File: config.mk
export PLATFORM = sky130hd
export DESIGN_NAME = cgdu_ctrl
export DESIGN_NICKNAME = d
export VERILOG_FILES = /design/src/hw/rtl/cgdu_pkg.sv /design/src/hw/rtl/cgdu_ctrl.sv
export SDC_FILE = /design/constraint.sdc
export NUM_CORES = 1
export LEC_CHECK = 0
export CAP_MARGIN = 20
export CELL_PAD_IN_SITES_DETAIL_PLACEMENT = 2
export CELL_PAD_IN_SITES_GLOBAL_PLACEMENT = 2
export CORE_AREA = 10 10 47 49
export DETAILED_ROUTE_END_ITERATION = 16
export DIE_AREA = 0 0 57 59
export DONT_BUFFER_PORTS = 1
export PLACE_DENSITY_LB_ADDON = 0.12
export SETUP_SLACK_MARGIN = 0.1
export SKIP_CTS_REPAIR_TIMING = 1
export SYNTH_ARGS = -nofsm -noshare
export SYNTH_HDL_FRONTEND = slang
export SYNTH_SLANG_ARGS = --single-unit
File: constraint.sdc
create_clock -name i_clk -period 2.4 [get_ports i_clk]
set_input_delay 0.36 -clock i_clk [delete_from_list [all_inputs] [get_ports i_clk]]
set_output_delay 0.36 -clock i_clk [all_outputs]
set_load 0.005 [all_outputs]
File: src/hw/rtl/cgdu_pkg.sv
// shared types and constants for the cg direction update block
package cgdu_pkg;
    localparam int unsigned IN_TDATA_W  = 192;
    localparam int unsigned OUT_TDATA_W = 160;

    // command from controller to datapath
    typedef struct packed {
        logic load;      // capture item and start
        logic mul_step;  // advance multiply sequence
        logic acc;       // fold item into accumulators
        logic root_go;   // start square root
        logic div_go;    // start slope division
        logic finish;    // form result and clear on last
    } t_cmd;

    // status from datapath to controller
    typedef struct packed {
        logic mul_done;
        logic root_done;
        logic div_done;
        logic last;
    } t_status;
endpackage

File: src/hw/rtl/cgdu_ctrl.sv
// controller state machine for the cg direction update block
module cgdu_ctrl (
    input  logic              i_clk,
    input  logic              i_rst_n,
    input  logic              i_in_valid,
    output logic              o_in_ready,
    output logic              o_out_valid,
    input  logic              i_out_ready,
    output cgdu_pkg::t_cmd    o_cmd,
    input  cgdu_pkg::t_status i_status
);
    import cgdu_pkg::*;

    typedef enum logic [2:0] {S_IDLE, S_MUL, S_ACC, S_ROOT, S_DIV, S_FIN, S_OUT} t_state;
    t_state r_state;

    always_comb begin
        o_cmd = '0;
        o_cmd.load     = (r_state == S_IDLE) && i_in_valid;
        o_cmd.mul_step = (r_state == S_MUL) && !i_status.mul_done;
        o_cmd.acc      = (r_state == S_MUL) && i_status.mul_done;
        o_cmd.root_go  = (r_state == S_ACC) && i_status.last;
        o_cmd.div_go   = (r_state == S_ROOT) && i_status.root_done;
        o_cmd.finish   = (r_state == S_FIN);
    end
    assign o_in_ready  = (r_state == S_IDLE);
    assign o_out_valid = (r_state == S_OUT);

    always_ff @(posedge i_clk) begin
        if (!i_rst_n) begin
            r_state <= S_IDLE;
        end else begin
            case (r_state)
                S_IDLE: if (i_in_valid) r_state <= S_MUL;
                S_MUL:  if (i_status.mul_done) r_state <= S_ACC;
                S_ACC:  r_state <= i_status.last ? S_ROOT : S_FIN;
                S_ROOT: if (i_status.root_done) r_state <= S_DIV;
                S_DIV:  if (i_status.div_done) r_state <= S_FIN;
                S_FIN:  r_state <= S_OUT;
                S_OUT:  if (i_out_ready) r_state <= S_IDLE;
                default: r_state <= S_IDLE;
            endcase
        end
    end

    assert property (@(posedge i_clk) disable iff (!i_rst_n)
        o_cmd.load |=> r_state == S_MUL) else $error("load did not start multiply");
    assert property (@(posedge i_clk) disable iff (!i_rst_n)
        (o_out_valid && !i_out_ready) |=> o_out_valid) else $error("result dropped");
    assert property (@(posedge i_clk) disable iff (!i_rst_n)
        !(o_in_ready && o_out_valid)) else $error("input taken while result pending");
endmodule

==> flow_summary.json <==
{
  "worstPathRequired_ps": 2040,
  "critPathKind": "register to output port",
  "crit_path_max_incr_delay_ps": 540,
  "htree_levels": 1,
  "synth.avg_cell_area_sq_um": 7.03,
  "post-synth-top-area-cell": "dfxtp_1",
  "ios": 16,
  "grt_max_degree": 16,
  "track_usage": 0.0646,
  "cp-end-kind": "output port",
  "leakage_nw": 0.0935,
  "min_period_ps": 1700,
  "cts_root_buf": "clkbuf_4",
  "fin_util": 0.217,
  "cts_tree": "built",
  "cp-start-kind": "register",
  "drv_slew": 0,
  "path_max_fanout": 12,
  "power_density_nw_per_um2": 845,
  "drt_iter0_markers": 5,
  "p_seq_frac": 0.371,
  "diodes": 0,
  "ys_ff_latch": 3,
  "finalCritPeriodShare": 0.710,
  "die_w_um": 57,
  "drt_wl_total_mm": 1.08,
  "syn_inst": 39,
  "critical_path.cell_chain": "nand2b_1 > nor3b_1",
  "max-vdd-ir-drop_uv": 263,
  "tns_ps": 0,
  "critPathSlowestCell": "dfxtp_1",
  "syn-num-nets": 47,
  "rows": 14,
  "grt_pass1_wl_mm": 1.62,
  "holdCritPathClass": "input pin to register",
  "critPathBufInv": 0,
  "synth_area_leaders": "dfxtp_1 22%, nor3_1 7.3%, nand2_1 6.8%",
  "switchingPower_mw": 0.100,
  "nNetsFinal": 49,
  "yosys_warnings": 0,
  "hold_viol_final": 0,
  "drcViolationCount": 0,
  "clock_sink_count": 3,
  "regMostFlops": "r_state",
  "finClkSkew_ps": 3.09,
  "drv_cap": 0,
  "vias_per_cell": 5.13,
  "drive_gt1_frac": 0.100,
  "dp_hpwl_um": 914,
  "clock_path_buffers": 2,
  "hold_slack_ps": 255,
  "gr-total-overflow": 0,
  "yosysSeqAreaShare": 0.219,
  "largest_reg_flops": 3,
  "gp_congestion": 0.677,
  "power_frac_clock": 0.348,
  "syn_area_sq_um": 274,
  "antenna_found_initial": 0,
  "reg_top3": "r_state (3)",
  "switching_share": 0.390,
  "crit_family": "simple AND/OR/NAND/NOR gates",
  "ant_nets": 0,
  "p_int_mw": 0.157,
  "first_pass_iters": 3,
  "fill_cells": 185,
  "io_buffer_count": 0,
  "placed_area_sq_um": 278,
  "start_util": 0.196,
  "routedWlPerCell_um": 19.2,
  "pwr-share-comb": 0.280,
  "relSlewSlack": 0.680,
  "vias": 287,
  "clk_latency_ps": 240,
  "rsz0062_at_grt": "no",
  "grt_pass1_vias": 334,
  "worst_pin_slew_ps": 480,
  "die_area_sq_um": 3360,
  "fp.dieH_um": 59,
  "setup_violations": 0,
  "crit_arrival_ps": 1340,
  "ys_types": 24,
  "path_clk_slew_ps": 40,
  "syn_to_final_growth_pct": 11.0,
  "cts_buffers": 3,
  "core_region_area_sq_um": 1400,
  "status": "finished clean",
  "post-route-cell-area_sq_um": 304,
  "yosysTopAreaCellShare": 0.219,
  "max_freq_mhz": 587
}
[cell usage after synthesis]
library cell	instances
a211oi_1	1
a21oi_1	1
a31oi_1	2
and2_1	2
buf_2	1
buf_4	1
clkbuf_1	1
dfxtp_1	3
inv_1	1
mux2i_1	1
nand2_1	5
nand2b_1	2
nand3_1	1
nor2_1	3
nor2b_1	1
nor3_1	4
nor3b_1	2
o211ai_1	1
o21a_1	1
o21ai_0	1
o21ba_2	1
o31a_1	1
or3b_1	1
or4b_1	1
[layer usage]
layer  share of wire  global-route usage
met1            0.30              0.0424
met2            0.55               0.118
met3            0.13              0.0558
met4           0.016              0.0403
met5               0                   0
[final cells by class]
class | instances | area (sq um) | area share
clock buffer | 4 | 26.3 | 0.0864
tap | 16 | 20.0 | 0.0658
inverter | 1 | 3.75 | 0.0123
multi-input combinational | 32 | 194 | 0.638
sequential | 3 | 60.1 | 0.198
[path summary, 6_finish.rpt]
path / from / to / slack (ps) / cells past startpoint
max: r_state[0] / o_cmd[3] / 700 / 2
max reg2reg: r_state[1] / r_state[2] / 1010 / 3
min: i_rst_n / r_state[2] / 250 / 1
min reg2reg: r_state[0] / r_state[1] / 630 / 2
[power groups by stage]
| stage | combinational [mW] | clock [mW] | sequential [mW] |
|---|---|---|---|
| detailed placement | 0.0744 | 0 | 0.0962 |
| floorplan | 0.0838 | 0 | 0.0687 |
| CTS | 0.0746 | 0.0935 | 0.0958 |
| global placement | 0.0687 | 0 | 0.0946 |
| finish | 0.0720 | 0.0895 | 0.0955 |
| global route | 0.0803 | 0.0995 | 0.0994 |
[kinds of logic (layout without fill, tap and decap cells)]
logic type             count (synthesis)  count (layout)  synth area share
and+or+nand+nor                       22              22             0.438
AOI/OAI and AO/OA                      9               9             0.233
buffers and inverters                  4               5            0.0730
DFF                                    3               3             0.219
muxes                                  1               1            0.0365
[per-stage QoR]
stage,power (mW),setup slack [ps],instances
after global placement,0.163,1030,52
after detailed placement,0.171,927,52
final,0.257,696,56
after global routing,0.279,652,56
after floorplan,0.153,1130,39
after CTS,0.264,657,56
[cell usage in the layout (no fill, tap or decap)]
cell,synthesis,layout
a31oi_1,2,2
o21ai_0,1,1
a211oi_1,1,1
nand3_1,1,1
and2_1,2,2
a21oi_1,1,1
or3b_1,1,1
clkbuf_4,0,3
nor3b_1,2,2
o21a_1,1,1
clkbuf_1,1,1
o31a_1,1,1
o21ba_2,1,1
dfxtp_1,3,3
o211ai_1,1,1
nand2_1,5,5
nor2_1,3,3
or4b_1,1,1
nand2b_1,2,2
inv_1,1,1
nor2b_1,1,1
nor3_1,4,4
mux2i_1,1,1
Power figures use the tool's default switching activity.
